==> config.mk <==
export PLATFORM = sky130hd
export DESIGN_NAME = bbs_queue
export DESIGN_NICKNAME = d
export VERILOG_FILES = /design/src/rtl/core/bbs_pkg.sv /design/src/rtl/core/bbs_queue.sv
export SDC_FILE = /design/constraint.sdc
export NUM_CORES = 1
export LEC_CHECK = 0
export BUFFER_PORTS_ARGS = -buffer_cell sky130_fd_sc_hd__buf_4
export CORE_MARGIN = 4
export CORE_UTILIZATION = 45
export DETAILED_ROUTE_END_ITERATION = 16
export PLACE_DENSITY = 0.7
export RECOVER_POWER = 100
export SLEW_MARGIN = 0
export SYNTH_ARGS = -nofsm -noshare
export SYNTH_HDL_FRONTEND = slang
export SYNTH_SLANG_ARGS = --single-unit
==> constraint.sdc <==
create_clock -name clock -period 10.9 [get_ports clock]
set_input_delay 3.27 -clock clock [delete_from_list [all_inputs] [get_ports clock]]
set_output_delay 3.27 -clock clock [all_outputs]
set_load 0.1 [all_outputs]
==> src/rtl/core/bbs_pkg.sv <==
// bbs_pkg: shared widths, item codes and the decoded operation record
// used by the front end, the queue and the back end of the syndrome block
// no dependencies
package bbs_pkg;

   localparam int WORD_W       = 64;
   localparam int STORE_WORDS  = 128;
   localparam int WORD_IDX_W   = $clog2(STORE_WORDS);
   localparam int SHIFT_W      = $clog2(WORD_W);
   localparam int NVALID_W     = $clog2(WORD_W + 1);
   localparam int BLOCK_IDX_W  = 7;
   localparam int ROW_NUM_W    = 8;
   localparam int QUEUE_DEPTH  = 4;

   localparam int REQ_FIELDS_W = WORD_IDX_W + WORD_W + BLOCK_IDX_W;
   localparam int REQ_DATA_W   = ((REQ_FIELDS_W + 7) / 8) * 8;
   localparam int REQ_USER_W   = 2;
   localparam int RSP_FIELDS_W = ROW_NUM_W + 1;
   localparam int RSP_DATA_W   = ((RSP_FIELDS_W + 7) / 8) * 8;

   localparam int DEF_BLOCK_WIDTH = 256;
   localparam int DEF_BLOCK_ROWS  = 256;
   localparam int DEF_ROW_BITS    = 5413;
   localparam int DEF_COL_BITS    = 1547;

   typedef enum logic [REQ_USER_W-1:0] {
      REQ_LOAD  = 2'd0,
      REQ_START = 2'd1,
      REQ_CHUNK = 2'd2
   } req_kind_type;

   // addr is the load word index, or the first error word of a chunk window
   typedef struct packed {
      req_kind_type            kind;
      logic [WORD_IDX_W-1:0]   addr;
      logic [SHIFT_W-1:0]      shift;
      logic [NVALID_W-1:0]     nvalid;
      logic                    row_end;
      logic [WORD_W-1:0]       payload;
   } op_type;

endpackage

==> src/rtl/core/bbs_queue.sv <==
// bbs_queue: short first-in first-out queue of decoded op_type records
// between the front end and the back end; uses bbs_pkg
module bbs_queue (
   input  logic            clock,
   input  logic            reset,
   input  logic            push,
   input  bbs_pkg::op_type push_op,
   output logic            full,
   input  logic            pop,
   output logic            head_valid,
   output bbs_pkg::op_type head_op
);
   import bbs_pkg::*;

   localparam int PTR_W = $clog2(QUEUE_DEPTH);
   localparam int CNT_W = $clog2(QUEUE_DEPTH + 1);

   op_type            entries_ff [QUEUE_DEPTH];
   logic [PTR_W-1:0]  wr_ptr_ff, wr_ptr_in;
   logic [PTR_W-1:0]  rd_ptr_ff, rd_ptr_in;
   logic [CNT_W-1:0]  count_ff, count_in;

   assign full       = (count_ff == CNT_W'(QUEUE_DEPTH));
   assign head_valid = (count_ff != '0);
   assign head_op    = entries_ff[rd_ptr_ff];

   always_comb begin
      wr_ptr_in = wr_ptr_ff;
      rd_ptr_in = rd_ptr_ff;
      count_in  = count_ff;
      if (push) begin
         wr_ptr_in = (wr_ptr_ff == PTR_W'(QUEUE_DEPTH - 1)) ? '0 : wr_ptr_ff + PTR_W'(1);
      end
      if (pop) begin
         rd_ptr_in = (rd_ptr_ff == PTR_W'(QUEUE_DEPTH - 1)) ? '0 : rd_ptr_ff + PTR_W'(1);
      end
      if (push && !pop) begin
         count_in = count_ff + CNT_W'(1);
      end else if (pop && !push) begin
         count_in = count_ff - CNT_W'(1);
      end
   end

   always_ff @(posedge clock) begin
      if (push) begin
         entries_ff[wr_ptr_ff] <= push_op;
      end
   end

   always_ff @(posedge clock) begin
      if (reset) begin
         wr_ptr_ff <= '0;
         rd_ptr_ff <= '0;
         count_ff  <= '0;
      end else begin
         wr_ptr_ff <= wr_ptr_in;
         rd_ptr_ff <= rd_ptr_in;
         count_ff  <= count_in;
      end
   end

endmodule

Word level (Yosys, flattened, before mapping)
Memories as Yosys holds them, arrays and structs flattened. A register that Yosys moved wholly into a read port is not among the register bits.
Index checks and enable logic that the tools add are counted.
Storage, ports and cells
  flip-flop bits (word level): 7
  memory bits (writable): 348
  input bits: 91
  output and inout bits: 89
  word-level logic and storage cells: 25
  memories kept: 1
Memory list
  entries_ff: depth 4, width 87, read ports 1, clocked after Yosys merged registers in 1, wr ports 1, RTL line bbs_queue.sv:18  | op_type entries_ff [QUEUE_DEPTH];
Operators by class
  $add $sub $neg: 4
  eq/ne operators: 3
  multiplexer cells: 8
  reduce and logical (&&, ||, !) cells: 6
Operators with widths (number)
  2-bit 2-to-1 mux: 4
  3-bit 2-to-1 mux: 2
  2-bit by 1-bit adder with 2-bit output (second input constant): 2
  2-bit equality test (second input constant): 2
  3-bit by 1-bit adder with 3-bit output (second input constant): 1
  3-bit equality test (second input constant): 1
  3-bit nonzero test: 1
  3-bit by 1-bit subtractor with 3-bit output (second input constant): 1
  1-bit logical AND: 2
  1-bit logical NOT: 2
  1-bit 2-to-1 mux: 2
  2-bit nonzero test: 1

Depth between registers and ports, before layout
  depth in word-level cells: 4
  mapped depth: 7
  mapped depth without buffers: 7

Worst setup path after synthesis
Ideal clock, no wire load.
  path type: reg-to-output
  start: reg count_ff[0]
  end: out full
  arrival: 2.547 ns
  setup slack: 5.083 ns
  stages on the path, launching flop included: 2
  cells stage by stage: dfxtp_1 -> nor3b_1
On the way
  word-level cells in the longest chain between the ends: 1
RTL lines
  start, declared: RTL line bbs_queue.sv:21  | logic [CNT_W-1:0] count_ff, count_in;
  start signal, assigned: RTL line bbs_queue.sv:58  | count_ff <= count_in;
  3-bit equality test: RTL line bbs_queue.sv:23  | assign full = (count_ff == CNT_W'(QUEUE_DEPTH));
  end, declared: RTL line bbs_queue.sv:8  | output logic full,
No other way between the ends.

Worst setup path after layout
  start: in push
  end: mem entries_ff[2][36] (netlist name), enable pin
On the way
  word-level cells in the longest chain between the ends: 2
RTL lines
  start, declared: RTL line bbs_queue.sv:6  | input logic push,
  1-bit 2-to-1 mux: RTL line bbs_queue.sv:45  | if (push) begin
  1-bit 2-to-1 mux (not written as such): RTL line bbs_queue.sv:46  | entries_ff[wr_ptr_ff] <= push_op;
  end, declared: RTL line bbs_queue.sv:18
No other way between the ends.

==> results by group <==
STA
  – Slew @ Worst Pin: 3.38 ns
  – Slew HR: -1.25
  – Final Hold Fails: 0
  – Clk_skew: 0.00849 ns
  – Max Clock Freq: 0.121 GHz
  – Final worst path period share: 0.760
  – Final setup fails: 0
  – Final Max Tran Viols: 402
  – Setup TNS: 0 ns
  – Crit path time final: 8.28 ns
  – Unrepaired setup endpoints after global routing: no

Die
  – Core area: 28,200 um2
  – Row cnt: 61
  – Chip height: 178 um
  – Starting Density: 0.461
  – Die area: 31,700 um2
  – # IOs: 180
  – Die Wd: 178 um

Synth
  – Post-Syn Instances: 499
  – Synth area leader: edfxtp_1
  – Post-synthesis cell type count: 19
  – Top-count cell post-synth: edfxtp_1
  – Synth warnings: 0
  – Largest cells by area after synthesis: edfxtp_1 80%, mux4_2 15%, dfxtp_1 1.4%
  – Synthesized area: 13,000 um2
  – Post-synth top cells: 348 x edfxtp_1, 87 x mux4_2, 10 x buf_2, 9 x dfxtp_1, 7 x nor2_1
  – Flops & latches, synth: 357
  – Post-synth top area share: 0.804
  – Main flop type after synthesis: edfxtp_1
  – Avg Cell Area, Syn: 26.0 um2
  – Async SR Flop Fraction: 0
  – Post-synth EDFFs: 348
  – Syn Nets: 597
  – Register area share after synthesis: 0.818

Global route
  – GRT overflow: 0
  – Global-route wire length before repair: 37,000 um
  – Largest net degree at the start of global routing: 52
  – Initial antenna violation count: 1
  – Gr usage total: 0.154
  – Vias in the first global route: 6,399

Pwr
  – VDD IR-drop max: 0.000140 V
  – Leakage: 4.84 nW
  – Design Power: 0.00335 W
  – PwrDens: 218 nW/um2

Hold path
  – Min-delay worst type: reg -> reg

Placement
  – # port buffers: 179
  – Routability congestion estimate: 0.715
  – Detailed placement HPWL: 14,800 um

Critical path
  – Critical path fanouts, max: 44
  – CP Cell Sequence: clkbuf_1 > and2_0 > clkbuf_1
  – Crit. End Element: flop
  – Kind of critical path: in -> reg
  – Startpoint types: input pin
  – Req. time, crit path: 10.94 ns
  – Crit-path max cell delay: 2.52 ns
  – Most used cell along the critical path: clkbuf_1
  – CP Data Arrival Time: 8.33 ns
  – Slowest CP cell: and2_0

Job
  – MaxCap Viol Count: 9

CTS
  – CTS tree: yes
  – TritonCTS buffer count: 37
  – CTS clk-pin slew, worst paths: 0.06 ns
  – Post-cts resize count: 0
  – CTS H-tree lvls: 2
  – Max clock buf depth: 3
  – # clock sinks: 357
  – Clock Tree Root: clkbuf_16
  – Clk_lat worst skew: 0.49 ns
  – CTS Hold Bufs: 0
  – Postcts setup bufs: 0

Layout
  – Final nets: 801
  – N_diodes: 0
  – Layout area overhead: 18.1%
  – Share of cells above drive strength 1: 0.257

Detailed routing
  – DR pass1 iterations: 4
  – Via/cell ratio: 5.29
  – Final wirelength: 24,200 um
  – Final ANT Viol Nets: 0
  – DRT iter0 DRCs: 389
  – Routed vias: 5,810
  – Drc violations: 0
  – Drt wl/cell: 22.0 um

Outcome
  – Status: finished, violations left
  – Violated checks: capacitance limit, slew limit
## power breakdown
part | switching, W | internal (W)
registers | 0.0000258 | 0.00158
clock network | 0.000462 | 0.000733
logic | 0.000439 | 0.000113
total | 0.000927 | 0.00243
## kinds of logic after synthesis
group	after synthesis	synth area share
AO/OA/AOI/OAI	3	0.00115
XOR/XNOR	2	0.00135
adder cells (fa/ha/maj)	7	0.00732
buffers and inverters	24	0.0123
flip-flops	357	0.818
multiplexers	91	0.154
AND/OR/NAND/NOR	15	0.00606
## placed cells by master, fill, tap and decap left out
| master | instances |
|---|---|
| edfxtp_1 | 348 |
| clkbuf_1 | 140 |
| mux4_2 | 87 |
| buf_4 | 51 |
| clkbuf_16 | 37 |
| dfxtp_1 | 8 |
| nor2_1 | 7 |
| ha_1 | 6 |
| clkinv_1 | 5 |
| bufinv_16 | 5 |
| inv_1 | 4 |
| and2_0 | 4 |
| mux2i_1 | 4 |
| clkinv_2 | 3 |
| or3_1 | 2 |
| nor3b_1 | 2 |
| xor2_1 | 2 |
| a21oi_1 | 2 |
| o21ai_0 | 1 |
| fa_1 | 1 |
| dfxtp_4 | 1 |
| clkinv_4 | 1 |
## path summary, 6_finish.rpt
path | from | end | slack, ns | cells after the start
max reg2reg | wr_ptr_ff[0] | entries_ff[2][36] | 5.23 | 4
min reg2reg | wr_ptr_ff[1] | wr_ptr_ff[1] | 0.56 | 2
max | push | entries_ff[2][36] | 2.62 | 3
min | wr_ptr_ff[1] | wr_ptr_ff[1] | 0.56 | 2
## registers in the layout (all words and copies together), names as in the netlist, named ones only
name	flops
entries_ff	348
count_ff	3
rd_ptr_ff	2
wr_ptr_ff	2
## critical path, delay by kind of cell
family	cells	cell delay, ns
simple gates	1	2.52
buf+inv	2	2.49
## final cells by class
type	instances	area (um2)
well taps	378	473
clock buffers	43	948
flip-flops and latches	357	10600
fillers	2208	12800
repair buffers	185	886
clock inverters	14	193
inverters	4	15.0
multi-input cells	118	2210
## metrics by stage
stage / cell area, um2 / util / hold WS [ns] / worst slack [ns] / instances
4_1_cts: 15900 / 0.564 / 0.546 / 4.28 / 1099
3_5_place_dp: 14700 / 0.523 / 0.524 / 4.81 / 1042
6_report: 15400 / 0.545 / 0.559 / 2.62 / 1099
5_1_grt: 15400 / 0.545 / 0.622 / 2.14 / 1099
2_1_floorplan: 13000 / - / 0.455 / 5.08 / 499
3_3_place_gp: 14700 / 0.523 / 0.473 / 4.85 / 1042
## layer usage
metal,GRT usage,share of wire
met4,0.0354,0.018
met2,0.263,0.51
met5,0,0.00033
met3,0.0445,0.074
met1,0.197,0.40
Note: power is estimated with default switching activity, not from simulation.
