`src/rtl/core/bbs_pkg.sv`:
```
// bbs_pkg: shared widths, item codes and the decoded operation record
// used by the front end, the queue and the back end of the syndrome block
// no dependencies
package bbs_pkg;

   localparam int WORD_W       = 64;
   localparam int STORE_WORDS  = 128;
   localparam int WORD_IDX_W   = $clog2(STORE_WORDS);
   localparam int SHIFT_W      = $clog2(WORD_W);
   localparam int NVALID_W     = $clog2(WORD_W + 1);
   localparam int BLOCK_IDX_W  = 7;
   localparam int ROW_NUM_W    = 8;
   localparam int QUEUE_DEPTH  = 4;

   localparam int REQ_FIELDS_W = WORD_IDX_W + WORD_W + BLOCK_IDX_W;
   localparam int REQ_DATA_W   = ((REQ_FIELDS_W + 7) / 8) * 8;
   localparam int REQ_USER_W   = 2;
   localparam int RSP_FIELDS_W = ROW_NUM_W + 1;
   localparam int RSP_DATA_W   = ((RSP_FIELDS_W + 7) / 8) * 8;

   localparam int DEF_BLOCK_WIDTH = 256;
   localparam int DEF_BLOCK_ROWS  = 256;
   localparam int DEF_ROW_BITS    = 5413;
   localparam int DEF_COL_BITS    = 1547;

   typedef enum logic [REQ_USER_W-1:0] {
      REQ_LOAD  = 2'd0,
      REQ_START = 2'd1,
      REQ_CHUNK = 2'd2
   } req_kind_type;

   // addr is the load word index, or the first error word of a chunk window
   typedef struct packed {
      req_kind_type            kind;
      logic [WORD_IDX_W-1:0]   addr;
      logic [SHIFT_W-1:0]      shift;
      logic [NVALID_W-1:0]     nvalid;
      logic                    row_end;
      logic [WORD_W-1:0]       payload;
   } op_type;

endpackage

```
`src/rtl/core/bbs_front.sv`:
```
// bbs_front: accepts request items, tracks the selected column block and
// decodes each item into an op_type record for the queue; uses bbs_pkg
module bbs_front #(
   parameter int BLOCK_WIDTH = bbs_pkg::DEF_BLOCK_WIDTH,
   parameter int ROW_BITS    = bbs_pkg::DEF_ROW_BITS,
   parameter int COL_BITS    = bbs_pkg::DEF_COL_BITS
) (
   input  logic                          clock,
   input  logic                          reset,
   input  logic                          req_tvalid,
   output logic                          req_tready,
   input  logic [bbs_pkg::REQ_DATA_W-1:0] req_tdata,
   input  logic [bbs_pkg::REQ_USER_W-1:0] req_tuser,
   input  logic                          req_tlast,
   input  logic                          q_full,
   output logic                          push,
   output bbs_pkg::op_type               push_op
);
   import bbs_pkg::*;

   localparam int WS_W  = $clog2(63 * BLOCK_WIDTH + 1);
   localparam int POS_W = $clog2(63 * BLOCK_WIDTH + (STORE_WORDS * WORD_W) + COL_BITS);

   logic [WS_W-1:0]        win_start_ff, win_start_in;
   logic                   enabled_ff, enabled_in;

   logic [WORD_IDX_W-1:0]  word_index;
   logic [WORD_W-1:0]      payload;
   logic [BLOCK_IDX_W-1:0] column_block;
   logic                   accept;
   logic [POS_W-1:0]       chunk_off, rel, base, lim_blk, lim_row, lim;
   logic [NVALID_W-1:0]    nvalid;

   assign word_index   = req_tdata[WORD_IDX_W-1:0];
   assign payload      = req_tdata[WORD_IDX_W+WORD_W-1:WORD_IDX_W];
   assign column_block = req_tdata[WORD_IDX_W+WORD_W+BLOCK_IDX_W-1:WORD_IDX_W+WORD_W];

   assign req_tready = !q_full;
   assign accept     = req_tvalid && !q_full;

   // window geometry of a chunk
   always_comb begin
      chunk_off = POS_W'({word_index, {SHIFT_W{1'b0}}});
      rel       = POS_W'(win_start_ff) + chunk_off;
      base      = rel + POS_W'(COL_BITS);
      if (chunk_off >= POS_W'(BLOCK_WIDTH)) begin
         lim_blk = '0;
      end else begin
         lim_blk = POS_W'(BLOCK_WIDTH) - chunk_off;
      end
      if (rel >= POS_W'(ROW_BITS)) begin
         lim_row = '0;
      end else begin
         lim_row = POS_W'(ROW_BITS) - rel;
      end
      lim = (lim_blk < lim_row) ? lim_blk : lim_row;
      if (!enabled_ff) begin
         nvalid = '0;
      end else if (lim >= POS_W'(WORD_W)) begin
         nvalid = NVALID_W'(WORD_W);
      end else begin
         nvalid = lim[NVALID_W-1:0];
      end
   end

   always_comb begin
      push_op.kind    = req_kind_type'(req_tuser);
      push_op.addr    = base[WORD_IDX_W+SHIFT_W-1:SHIFT_W];
      push_op.shift   = base[SHIFT_W-1:0];
      push_op.nvalid  = nvalid;
      push_op.row_end = req_tlast;
      push_op.payload = payload;
      push            = 1'b0;
      win_start_in    = win_start_ff;
      enabled_in      = enabled_ff;
      case (req_tuser)
         REQ_LOAD: begin
            push         = accept;
            push_op.addr = word_index;
         end
         REQ_START: begin
            push = accept;
            if (accept) begin
               if (column_block[BLOCK_IDX_W-1]) begin
                  enabled_in   = 1'b0;
                  win_start_in = '0;
               end else begin
                  enabled_in   = 1'b1;
                  win_start_in = WS_W'(column_block[BLOCK_IDX_W-2:0]) * WS_W'(BLOCK_WIDTH);
               end
            end
         end
         REQ_CHUNK: begin
            push = accept;
         end
         default: begin
            push = 1'b0;
         end
      endcase
   end

   always_ff @(posedge clock) begin
      if (reset) begin
         win_start_ff <= '0;
         enabled_ff   <= 1'b0;
      end else begin
         win_start_ff <= win_start_in;
         enabled_ff   <= enabled_in;
      end
   end

endmodule

```
`config.mk`:
```
export PLATFORM = sky130hd
export DESIGN_NAME = bbs_front
export DESIGN_NICKNAME = d
export VERILOG_FILES = /design/src/rtl/core/bbs_pkg.sv /design/src/rtl/core/bbs_front.sv
export SDC_FILE = /design/constraint.sdc
export NUM_CORES = 1
export LEC_CHECK = 0
export BUFFER_PORTS_ARGS = -buffer_cell sky130_fd_sc_hd__buf_2
export CAP_MARGIN = 20
export CORE_MARGIN = 2
export CORE_UTILIZATION = 33
export CTS_CLUSTER_SIZE = 14
export DETAILED_ROUTE_END_ITERATION = 6
export GPL_ROUTABILITY_DRIVEN = 0
export PLACE_DENSITY = 0.88
export SYNTH_ARGS = -nofsm -noshare
export SYNTH_HDL_FRONTEND = slang
export SYNTH_SLANG_ARGS = --single-unit
```
`constraint.sdc`:
```
create_clock -name clock -period 4.6 [get_ports clock]
set_input_delay 0.92 -clock clock [delete_from_list [all_inputs] [get_ports clock]]
set_output_delay 0.92 -clock clock [all_outputs]
set_load 0.02 [all_outputs]
```
# After elaboration in Yosys (flattened, before gate mapping)

Cells that the tools add are included.

Register bits after elaboration: 15
Word-level logic and storage cells: 26

Add/subtract/negate cells: 4
Multiplexer cells: 9
Eq/ne operators: 2
Magnitude comparators: 4
Reductions and logical operators: 5

Operator list:

| cell                     | count |
|---|---|
| $mux W15                 | 3 |
| $mux W7                  | 3 |
| $add A14 B13 Y15         | 1 |
| $ge A15 B13 Y1 const B   | 1 |
| $ge A15 B7 Y1 const B    | 1 |
| $lt A15 B15 Y1           | 1 |
| $sub A13 B15 Y15 const A | 1 |
| $mux W14                 | 1 |
| $sub A9 B13 Y14 const A  | 1 |
| $add A13 B11 Y13 const B | 1 |
| $ge A13 B9 Y1 const B    | 1 |
| $reduce_or A3 Y1         | 1 |
| $eq A2 B1 Y1 const B     | 1 |
| $eq A2 B2 Y1 const B     | 1 |
| $logic_not A2 Y1         | 1 |
| $mux W1                  | 2 |
| $reduce_and A2 Y1        | 1 |
| $logic_and A1 B1 Y1      | 1 |
| $logic_not A1 Y1         | 1 |

# Logic depth before layout (Yosys ltp)

Gate-level depths: netlist of run 1.

Word-level depth: 8
Depth in mapped cells: 18
Gate-level depth less buffers: 16

# Worst setup path before layout of run 1

OpenSTA, ideal clock, no wires.

Path kind: input port to output port
From: input port req_tdata[2] (netlist bit)
To: output port push_op[71] (netlist bit)
Path buffers: 1
Stages on the path: 17
Data arrival time: 4.175 ns
Setup slack: -0.495 ns
Cells stage by stage: ha_1 inv_1 fa_1 xnor2_2 ha_1 a21oi_2 a21oi_1 o221a_2 buf_4 nand3_1 ha_1 nand2_1 nor4_1 a221oi_1 o21ai_0 a21o_1 a211oi_1

RTL lines:

| item            | RTL line        | RTL |
|---|---|---|
| start, declared | bbs_front.sv:12 | `input logic [bbs_pkg::REQ_DATA_W-1:0] req_tdata,` |
| end, declared   | bbs_front.sv:17 | `output bbs_pkg::op_type push_op` |

==> results of run 1 <==
[what timing repair did]
| item | CTS | global route |
|---|---|---|
| buffers inserted | 2 | 0 |
| endpoints found under the hold margin | 0 | 0 |
| setup endpoints to repair | 4 | 4 |
| gates resized for setup | 36 | 2 |
| pin swaps | 15 | 0 |
[sequential cells by signal, indices dropped and copies added (netlist names)]
register,flops
enabled_ff,1
win_start_ff,6
[cells by family (layout without fill, tap and decap cells)]
| logic type | after synthesis | after routing | share of synthesized area, % |
|---|---|---|---|
| AO/OA/AOI/OAI | 42 | 42 | 16.0 |
| XOR/XNOR | 10 | 10 | 6.35 |
| adder cells (fa/ha/maj) | 18 | 18 | 13.6 |
| buffers and inverters | 91 | 77 | 37.7 |
| flip-flops | 7 | 7 | 8.18 |
| multiplexers | 2 | 2 | 1.31 |
| other | 2 | 16 | 0.438 |
| AND/OR/NAND/NOR | 53 | 53 | 16.4 |
[tightest hold or removal path, cell delays in order (launching register included)]
cell and delay (ps):
dfxtp_1 300, nand2_1 50, a21oi_1 50
[worst max path at each step]
stage / startpoint / end / slack, ps / depth (start not counted)
2_1_floorplan: req_tdata[2] / push_op[67] / -160 / 17
3_3_place_gp: req_tdata[2] / push_op[71] / -360 / 17
5_1_grt: req_tdata[2] / push_op[71] / -440 / 17
6_report: req_tdata[3] / push_op[71] / -280 / 16
4_1_cts: req_tdata[2] / push_op[71] / -250 / 17
3_5_place_dp: req_tdata[2] / push_op[71] / -460 / 17
[cell usage in the layout, fill, tap and decap left out, types with 2 or more instances in the layout]
| cell type | n |
|---|---|
| dfxtp_1 | 7 |
| nand3b_1 | 6 |
| a21o_1 | 3 |
| a21oi_1 | 10 |
| inv_2 | 3 |
| ha_4 | 7 |
| buf_2 | 29 |
| clkbuf_8 | 3 |
| xor2_1 | 3 |
| o21ai_0 | 8 |
| inv_1 | 7 |
| nand2_1 | 16 |
| mux2_2 | 2 |
| a211oi_2 | 2 |
| nor2_1 | 5 |
| ha_1 | 9 |
| or3_1 | 2 |
| a31oi_1 | 2 |
| a21oi_4 | 3 |
| conb_1 | 16 |
| and2_1 | 4 |
| buf_6 | 4 |
| xnor2_1 | 2 |
| xnor2_2 | 2 |
| buf_4 | 29 |
| nand2_2 | 6 |
| o21ai_1 | 2 |
[per-stage QoR]
step	setup TNS (ps)	instance area [µm²]	utilization, %
after floorplan	-489	1870	-
after global routing	-1680	1970	39.1
after global placement	-1260	1710	33.8
after detailed placement	-1640	1710	33.8
after CTS	-926	1960	38.9
final	-1020	1970	39.1
[metal layers]
metal | GRT usage, % | up-vias
li1 | - | 672
met4 | 8.00 | 0
met1 | 12.7 | 643
met3 | 2.25 | 20
met5 | 0 | -
met2 | 25.7 | 64
[cell type report]
cell class,instances,share of cell area (%)
multi-input combinational,141,62.8
timing repair buffer,63,21.5
sequential,7,7.11
tap,70,4.44
clock buffer,4,2.29
inverter,10,1.90
[where the power goes]
part / switching (mW) / internal [mW] / total [mW]
registers: 0.000760 / 0.0620 / 0.0627
logic: 0.106 / 0.0932 / 0.199
clock network: 0.0253 / 0.0598 / 0.0851
total: 0.132 / 0.215 / 0.347
==> results.py, run 1 <==
metrics = {
    "clock_network": {
        "clockRootBuffer": "clkbuf_8",
        "htreeDepth": 1,
        "cts_hold_buffers": 0,
        "clk_pin_slew_ps": 40,
        "clock_sinks": 7,
        "cts_tree": "built",
        "numCtsBuffers": 3,
        "insertion_delay_ps": 230,
        "cts_buffer_depth": 2,
    },
    "yosys": {
        "ys_async_sr_fraction_pct": 0,
        "ys_top_cells_by_count": "81 x buf_4, 23 x nand2_1, 17 x ha_1, 12 x a21oi_1, 10 x o21ai_0",
        "synth_most_common_cell": "buf_4",
        "yosys.area.top_type_share_pct": 35.5,
        "synth_edf_count": 0,
        "synth_ff_type": "dfxtp_1",
        "synth_area_um2": 1710,
        "syn_area_per_cell_um2": 7.61,
        "synth.area.top_cells": "buf_4 36%, ha_1 12%, dfxtp_1 8.2%, nand2_1 5.0%, a21oi_1 3.5%",
        "synth-seq-cells": 7,
        "synth_cells": 225,
        "synth_sequential_area_ratio_pct": 8.18,
        "yosysTopAreaCell": "buf_4",
        "ys_warn_count": 0,
        "ys_types": 44,
    },
    "sta": {
        "fin_skew_ps": 0,
        "setup_slack_ps": -279,
        "worst_pin_slew_ps": 798,
        "report.final.setup_viol": 4,
        "fin_crit_sh_pct": 106,
        "fmax_mhz": 205,
        "drv_slew": 0,
        "final.min_clock_period_ps": 4880,
        "slew_headroom_pct": 46.7,
        "final-hold-violation-count": 0,
        "hold_ws_ps": 452,
        "rsz0062_at_grt": "true",
    },
    "finish": {
        "drive_gt1_share_pct": 48.0,
        "finalNonFillerCells": 295,
        "area_delta_synth_final_pct": 15.0,
        "fin_nets": 331,
        "nFillCells": 505,
        "multi_input_area_um2": 1240,
        "ff_latch_area_um2": 140,
        "n_antenna_cell": 0,
    },
    "critical_path": {
        "cp_common_cell": "a21o_1",
        "start_kind": "primary input",
        "critPathMaxFanout": 8,
        "crit_family": "compound AO/OA/AOI/OAI gates",
        "cp_cell_sequence": "buf_2, buf_4, ha_1, a21o_1, a211o_2, a21oi_4, o221a_4, nand3_4, ha_4, nand2_2, nor4_4, a221oi_2, o21ai_1, a21o_1, a211oi_4, buf_6",
        "cp_num_buf_inv": 3,
        "critPathRequiredTime_ps": 3680,
        "crit_type": "primary input to output pin",
        "r2r_start": "enabled_ff$_SDFFE_PP0P_",
        "ff2ff_path_depth": 2,
        "crit_arrival_ps": 3960,
        "slowest_delay_ps": 380,
        "end_kind": "output pin",
        "reg2reg_setup_slack_ps": 3870,
        "timing.rr.end": "enabled_ff$_SDFFE_PP0P_",
        "slowest_stage": "a211o_2",
    },
    "drt": {
        "wire_per_inst_um": 12.9,
        "drt_pre_antenna_iters": 5,
        "dr_wl_met3_um": 199,
        "wl_met2_um": 2140,
        "wl_um": 3810,
        "wl_met1_um": 1340,
        "vias": 1399,
        "drt_iter0_markers": 27,
        "top_layer_used": "met4",
        "via_per_inst": 4.74,
        "drc": 0,
        "ant_nets": 0,
    },
    "floorplanning": {
        "dieArea_um2": 5780,
        "start_util_pct": 34.0,
        "pin_count": 176,
        "rows": 26,
        "die_h_um": 76.0,
        "die_width_um": 76.0,
        "coreArea_um2": 5040,
    },
    "power": {
        "leakagePower_nw": 0.870,
        "power_density_nw_per_um2": 176,
        "ir_drop_v": 0.000152,
        "power_mw": 0.347,
    },
    "run_status": {
        "violations": "negative setup slack",
        "status": "finished with violations",
    },
    "run": {
        "drv_cap": 0,
    },
    "worst_hold_path": {
        "hold_end": "win_start_ff[11]$_SDFFE_PP0P_",
        "hold_depth": 2,
        "hp-start": "win_start_ff[11]$_SDFFE_PP0P_",
        "hp-class": "flop to flop",
    },
    "global_route": {
        "grt_max_degree": 9,
        "antenna_found_initial": 0,
        "grt_pass1_wl_um": 6290,
        "grt_pass1_vias": 1408,
        "track_usage_pct": 13.1,
        "grt-ovfl-total": 0,
    },
    "place": {
        "io_buffers": 34,
        "dp_cells": 289,
        "pre_cts_slack_ps": -461,
        "dp_hpwl_um": 3010,
    },
}
Power figures use the tool's default switching activity.
==> run 2: changes to the inputs <==
==> constraint.sdc (replaced) <==
create_clock -name clock -period 4.6 [get_ports clock]
set_input_delay 0.23 -clock clock [delete_from_list [all_inputs] [get_ports clock]]
set_output_delay 0.23 -clock clock [all_outputs]
set_load 0.02 [all_outputs]
==> results.py, run 2 (synthesized netlist as in run 1, its figures left out) <==
metrics = {
    "worst_hold_path": {
        "hp-start": "req_tdata[77]",
        "hold_depth": 2,
        "hp-class": "primary input to flop",
        "hold_end": "enabled_ff$_SDFFE_PP0P_",
    },
    "sta": {
        "final.min_clock_period_ps": 4180,
        "final-hold-violation-count": 0,
        "fmax_mhz": 239,
        "slew_headroom_pct": 46.5,
        "rsz0062_at_grt": "false",
        "tns_ps": 0,
        "fin_skew_ps": 0,
        "setup_slack_ps": 416,
        "drv_slew": 0,
        "worst_pin_slew_ps": 800,
        "fin_crit_sh_pct": 90.9,
        "report.final.setup_viol": 0,
    },
    "power": {
        "power_mw": 0.274,
        "leakagePower_nw": 0.687,
        "ir_drop_v": 0.000161,
        "power_density_nw_per_um2": 186,
    },
    "floorplanning": {
        "die_width_um": 76.0,
        "coreArea_um2": 5040,
        "start_util_pct": 34.0,
        "pin_count": 176,
        "die_h_um": 76.0,
        "dieArea_um2": 5780,
        "rows": 26,
    },
    "critical_path": {
        "slowest_stage": "fa_1",
        "cp_cell_sequence": "ha_1, inv_1, fa_1, or2b_1, a21oi_2, xnor2_1, o221a_2, nand2_1, ha_1, nand2_1, nor4_1, a221oi_1, o21ai_0, a21o_1, and4_1, buf_2",
        "critPathRequiredTime_ps": 4370,
        "timing.rr.end": "enabled_ff$_SDFFE_PP0P_",
        "ff2ff_path_depth": 2,
        "slowest_delay_ps": 480,
        "crit_arrival_ps": 3950,
        "crit_type": "flop to output pin",
        "critPathMaxFanout": 9,
        "reg2reg_setup_slack_ps": 3890,
        "start_kind": "flop",
        "end_kind": "output pin",
        "r2r_start": "enabled_ff$_SDFFE_PP0P_",
    },
    "run": {
        "drv_cap": 0,
    },
    "finish": {
        "mostFrequentLayoutCells": "34 x buf_2, 23 x nand2_1, 17 x ha_1, 16 x conb_1, 12 x a21oi_1",
        "fin_nets": 302,
        "regMostFlops": "win_start_ff",
        "largest_register_ffs": 6,
        "n_antenna_cell": 0,
        "fin_util_pct": 29.2,
        "area_delta_synth_final_pct": -14.1,
        "mostFrequentLayoutCell": "buf_2",
        "drive_gt1_share_pct": 24.0,
        "reg_top3": "win_start_ff x6, enabled_ff x1",
    },
    "place": {
        "pre_cts_slack_ps": 589,
        "io_buffers": 34,
        "dp_hpwl_um": 2720,
    },
    "clock_network": {
        "cts_buffer_depth": 2,
        "cts_hold_buffers": 0,
        "cts_tree": "built",
        "postCtsSetupRepairBufs": 0,
        "clockRootBuffer": "clkbuf_8",
        "numCtsBuffers": 3,
        "htreeDepth": 1,
        "cts_resized": 0,
        "clk_pin_slew_ps": 40,
        "clock_sinks": 7,
        "insertion_delay_ps": 220,
    },
    "drt": {
        "drt_iter0_markers": 9,
        "wire_per_inst_um": 12.0,
        "via_per_inst": 4.80,
        "wl_um": 3190,
        "drt_pre_antenna_iters": 4,
        "vias": 1277,
        "drc": 0,
        "ant_nets": 0,
    },
    "global_route": {
        "antenna_found_initial": 0,
        "track_usage_pct": 11.1,
        "grt-ovfl-total": 0,
        "grt_pass1_wl_um": 5420,
        "grt_pass1_vias": 1291,
        "grt_max_degree": 10,
    },
    "run_status": {
        "status": "complete, no violations",
    },
}
-- run 2: worst max path at each step --
| stage | from | end | cells after the start |
|---|---|---|---|
| after floorplan | win_start_ff[8]$_SDFFE_PP0P_ | push_op[71] | 17 |
| after global placement | req_tdata[2] | push_op[71] | 18 |
| after detailed placement | req_tdata[2] | push_op[67] | 18 |
| after CTS | win_start_ff[8]$_SDFFE_PP0P_ | push_op[67] | 17 |
| after global routing | win_start_ff[8]$_SDFFE_PP0P_ | push_op[71] | 17 |
| final | win_start_ff[8]$_SDFFE_PP0P_ | push_op[67] | 16 |
-- run 2: layer usage --
metal	vias up	GRT usage (%)	share of wire (%)
met2	50	21.3	53
met1	593	10.0	37
met5	-	0	0
met3	20	1.90	6.2
li1	614	-	-
met4	0	9.27	4.4
-- run 2: worst max-delay path, delay by kind of cell, from the launching register on --
family	cells	cell delay (ps)
adder cells (fa/ha/maj)	3	970
flip-flops	1	330
XOR/XNOR	1	250
AO/OA/AOI/OAI	5	970
AND/OR/NAND/NOR	5	960
buffers and inverters	2	250
-- run 2: report_power, final --
group          internal, mW  total [mW]  switching [mW]
Clock                0.0598      0.0845          0.0248
Combinational        0.0504       0.126          0.0759
Sequential           0.0620      0.0627        0.000684
Total                 0.172       0.274           0.101
-- run 2: area by class of cell --
type,count,area (µm²)
repair buffers,34,170
clock buffers,4,45.0
multi-input cells,141,991
fillers,558,3570
flip-flops and latches,7,140
inverters,10,37.5
well taps,70,87.6
-- run 2: stage by stage --
step | cell area, µm² | std cells | hold WS [ps]
after floorplan | 1770 | 239 | 299
after global placement | 1420 | 262 | 447
after detailed placement | 1420 | 262 | 454
after CTS | 1460 | 266 | 246
after global routing | 1470 | 266 | 269
final | 1470 | 266 | 246
==> run 3: changes to the inputs <==
--- a/config.mk
+++ b/config.mk
@@ -5,14 +5,16 @@
 export SDC_FILE = /design/constraint.sdc
 export NUM_CORES = 1
 export LEC_CHECK = 0
+export ABC_AREA = 1
 export BUFFER_PORTS_ARGS = -buffer_cell sky130_fd_sc_hd__buf_2
 export CAP_MARGIN = 20
 export CORE_MARGIN = 2
-export CORE_UTILIZATION = 33
+export CORE_UTILIZATION = 34
 export CTS_CLUSTER_SIZE = 14
 export DETAILED_ROUTE_END_ITERATION = 6
 export GPL_ROUTABILITY_DRIVEN = 0
 export PLACE_DENSITY = 0.88
+export SLEW_MARGIN = 10
 export SYNTH_ARGS = -nofsm -noshare
 export SYNTH_HDL_FRONTEND = slang
 export SYNTH_SLANG_ARGS = --single-unit
==> results.py, run 3 <==
metrics = {
    "yosys": {
        "synth_cells": 268,
        "synth_ff_type": "dfxtp_1",
        "yosys.area.top_type_share_pct": 33.4,
        "synth_edf_count": 0,
        "ys_async_sr_fraction_pct": 0,
        "synth-seq-cells": 7,
        "ys_top_cells_by_count": "80 x buf_4, 48 x nand2_1, 24 x inv_1, 17 x ha_1, 16 x a21oi_1",
        "syn_area_per_cell_um2": 6.70,
        "synth_area_um2": 1800,
        "synth_most_common_cell": "buf_4",
        "synth_sequential_area_ratio_pct": 7.80,
        "ys_warn_count": 0,
        "yosysTopAreaCell": "buf_4",
        "synth.area.top_cells": "buf_4 33%, ha_1 12%, nand2_1 10%, dfxtp_1 7.8%, inv_1 5.0%",
        "ys_types": 27,
    },
    "critical_path": {
        "end_kind": "output pin",
        "crit_arrival_ps": 3600,
        "timing.rr.end": "win_start_ff[12]$_SDFFE_PP0P_",
        "reg2reg_setup_slack_ps": 3970,
        "ff2ff_path_depth": 2,
        "critPathRequiredTime_ps": 4370,
        "r2r_start": "win_start_ff[12]$_SDFFE_PP0P_",
        "critPathMaxFanout": 6,
        "crit_type": "flop to output pin",
        "start_kind": "flop",
    },
    "worst_hold_path": {
        "hp-start": "req_tdata[74]",
        "hold_end": "win_start_ff[11]$_SDFFE_PP0P_",
        "hp-class": "primary input to flop",
        "hold_depth": 3,
    },
    "run_status": {
        "status": "complete, no violations",
    },
    "sta": {
        "setup_slack_ps": 766,
        "rsz0062_at_grt": "false",
        "report.final.setup_viol": 0,
        "fmax_mhz": 261,
        "fin_skew_ps": 0,
        "tns_ps": 0,
        "final-hold-violation-count": 0,
        "final.min_clock_period_ps": 3830,
        "drv_slew": 0,
        "fin_crit_sh_pct": 83.3,
    },
    "finish": {
        "drive_gt1_share_pct": 26.3,
        "reg_top3": "win_start_ff x6, enabled_ff x1",
        "fin_nets": 346,
        "mostFrequentLayoutCells": "48 x nand2_1, 34 x buf_2, 24 x inv_1, 17 x ha_1",
        "n_antenna_cell": 0,
        "regMostFlops": "win_start_ff",
        "largest_register_ffs": 6,
        "area_delta_synth_final_pct": -13.7,
        "mostFrequentLayoutCell": "nand2_1",
    },
    "floorplanning": {
        "start_util_pct": 35.2,
        "pin_count": 176,
        "dieArea_um2": 5880,
        "die_h_um": 76.7,
        "coreArea_um2": 5110,
        "die_width_um": 76.7,
        "rows": 26,
    },
    "drt": {
        "vias": 1354,
        "ant_nets": 0,
        "drc": 0,
        "wire_per_inst_um": 10.1,
        "drt_pre_antenna_iters": 4,
        "via_per_inst": 4.37,
        "wl_um": 3140,
        "drt_iter0_markers": 19,
    },
    "place": {
        "pre_cts_slack_ps": 1000,
        "dp_hpwl_um": 2750,
        "io_buffers": 34,
    },
    "clock_network": {
        "clk_pin_slew_ps": 40,
        "clockRootBuffer": "clkbuf_8",
        "cts_buffer_depth": 2,
        "cts_resized": 0,
        "insertion_delay_ps": 230,
        "cts_hold_buffers": 0,
        "numCtsBuffers": 3,
        "postCtsSetupRepairBufs": 0,
        "htreeDepth": 1,
        "clock_sinks": 7,
        "cts_tree": "built",
    },
    "global_route": {
        "grt_max_degree": 9,
        "grt_pass1_wl_um": 4970,
        "grt-ovfl-total": 0,
        "antenna_found_initial": 0,
        "grt_pass1_vias": 1205,
        "track_usage_pct": 10.1,
    },
    "power": {
        "power_mw": 0.284,
        "leakagePower_nw": 0.816,
        "ir_drop_v": 0.000162,
        "power_density_nw_per_um2": 183,
    },
    "run": {
        "drv_cap": 0,
    },
}
## run 3: cell count changes in the layout (fill, tap and decap cells not counted), moves of 5 or more
cell,change
nand2_2,+9
nor2_1,+7
inv_1,+15
nand3b_1,-5
nand3_1,+14
nand2_1,+25
## run 3: worst max-delay path by stage
stage | slack [ps] | cells past startpoint | start | to
2_1_floorplan | 1140 | 25 | win_start_ff[8]$_SDFFE_PP0P_ | push_op[67]
3_3_place_gp | 1100 | 25 | win_start_ff[8]$_SDFFE_PP0P_ | push_op[70]
3_5_place_dp | 1000 | 25 | win_start_ff[8]$_SDFFE_PP0P_ | push_op[67]
4_1_cts | 740 | 25 | win_start_ff[8]$_SDFFE_PP0P_ | push_op[67]
5_1_grt | 430 | 25 | win_start_ff[8]$_SDFFE_PP0P_ | push_op[67]
6_report | 770 | 25 | win_start_ff[8]$_SDFFE_PP0P_ | push_op[67]
## run 3: routing by layer
metal | track usage [%] | vias to the layer above | routed length [µm]
met5 | 0 | - | 0
met4 | 7.45 | 0 | 137
met3 | 1.88 | 19 | 224
met2 | 17.8 | 59 | 1480
met1 | 10.7 | 578 | 1290
li1 | - | 698 | -
## run 3: critical path, cell delays in order (launching register included)
cell	delay, ps
dfxtp_1	350
ha_1	210
inv_1	60
fa_1	390
inv_1	90
nand2_1	80
nand2_4	100
clkinv_4	70
ha_1	210
nand2_1	90
nand2_2	80
nand2_4	100
nand2_8	70
nand3_2	90
inv_1	60
nand3_1	70
ha_1	140
nand2_1	60
inv_1	70
nand3_1	60
nor3_1	310
nand2_2	100
nand2_1	70
nand3_1	60
nor2_1	170
buf_2	200
## run 3: logic make-up (layout without fill, tap and decap cells)
family,count (synthesis),in the layout,share of synthesized area (%)
adders and majority gates,18,18,13.0
muxes,2,2,1.25
other,2,16,0.418
buffers and inverters,107,65,39.4
AOI/OAI and AO/OA,24,24,6.90
DFF,7,7,7.80
and+or+nand+nor,103,103,28.8
xor gates and xnor gates,5,5,2.44
## run 3: where the power goes
| part | total, mW | leakage, nW | switching (mW) | internal (mW) |
|---|---|---|---|---|
| registers | 0.0624 | 0.0565 | 0.000564 | 0.0618 |
| logic | 0.136 | 0.737 | 0.0865 | 0.0493 |
| clock network | 0.0856 | 0.0228 | 0.0258 | 0.0599 |
| total | 0.284 | 0.816 | 0.113 | 0.171 |
## run 3: layout make-up
class                           instances  area (µm²)
Sequential cell                         7         140
Tap cell                               70        87.6
Timing Repair Buffer                   34         170
Clock buffer                            4        45.0
Multi-Input combinational cell        168        1000
Inverter                               27         106
Fill cell                             558        3560
## run 3: per-stage QoR
stage	util [%]	cells	cell area [µm²]	hold slack, ps
floorplan	-	282	1850	299
global placement	29.5	306	1510	460
detailed placement	29.5	306	1510	460
CTS	30.4	310	1550	247
global route	30.4	310	1550	260
finish	30.4	310	1550	249
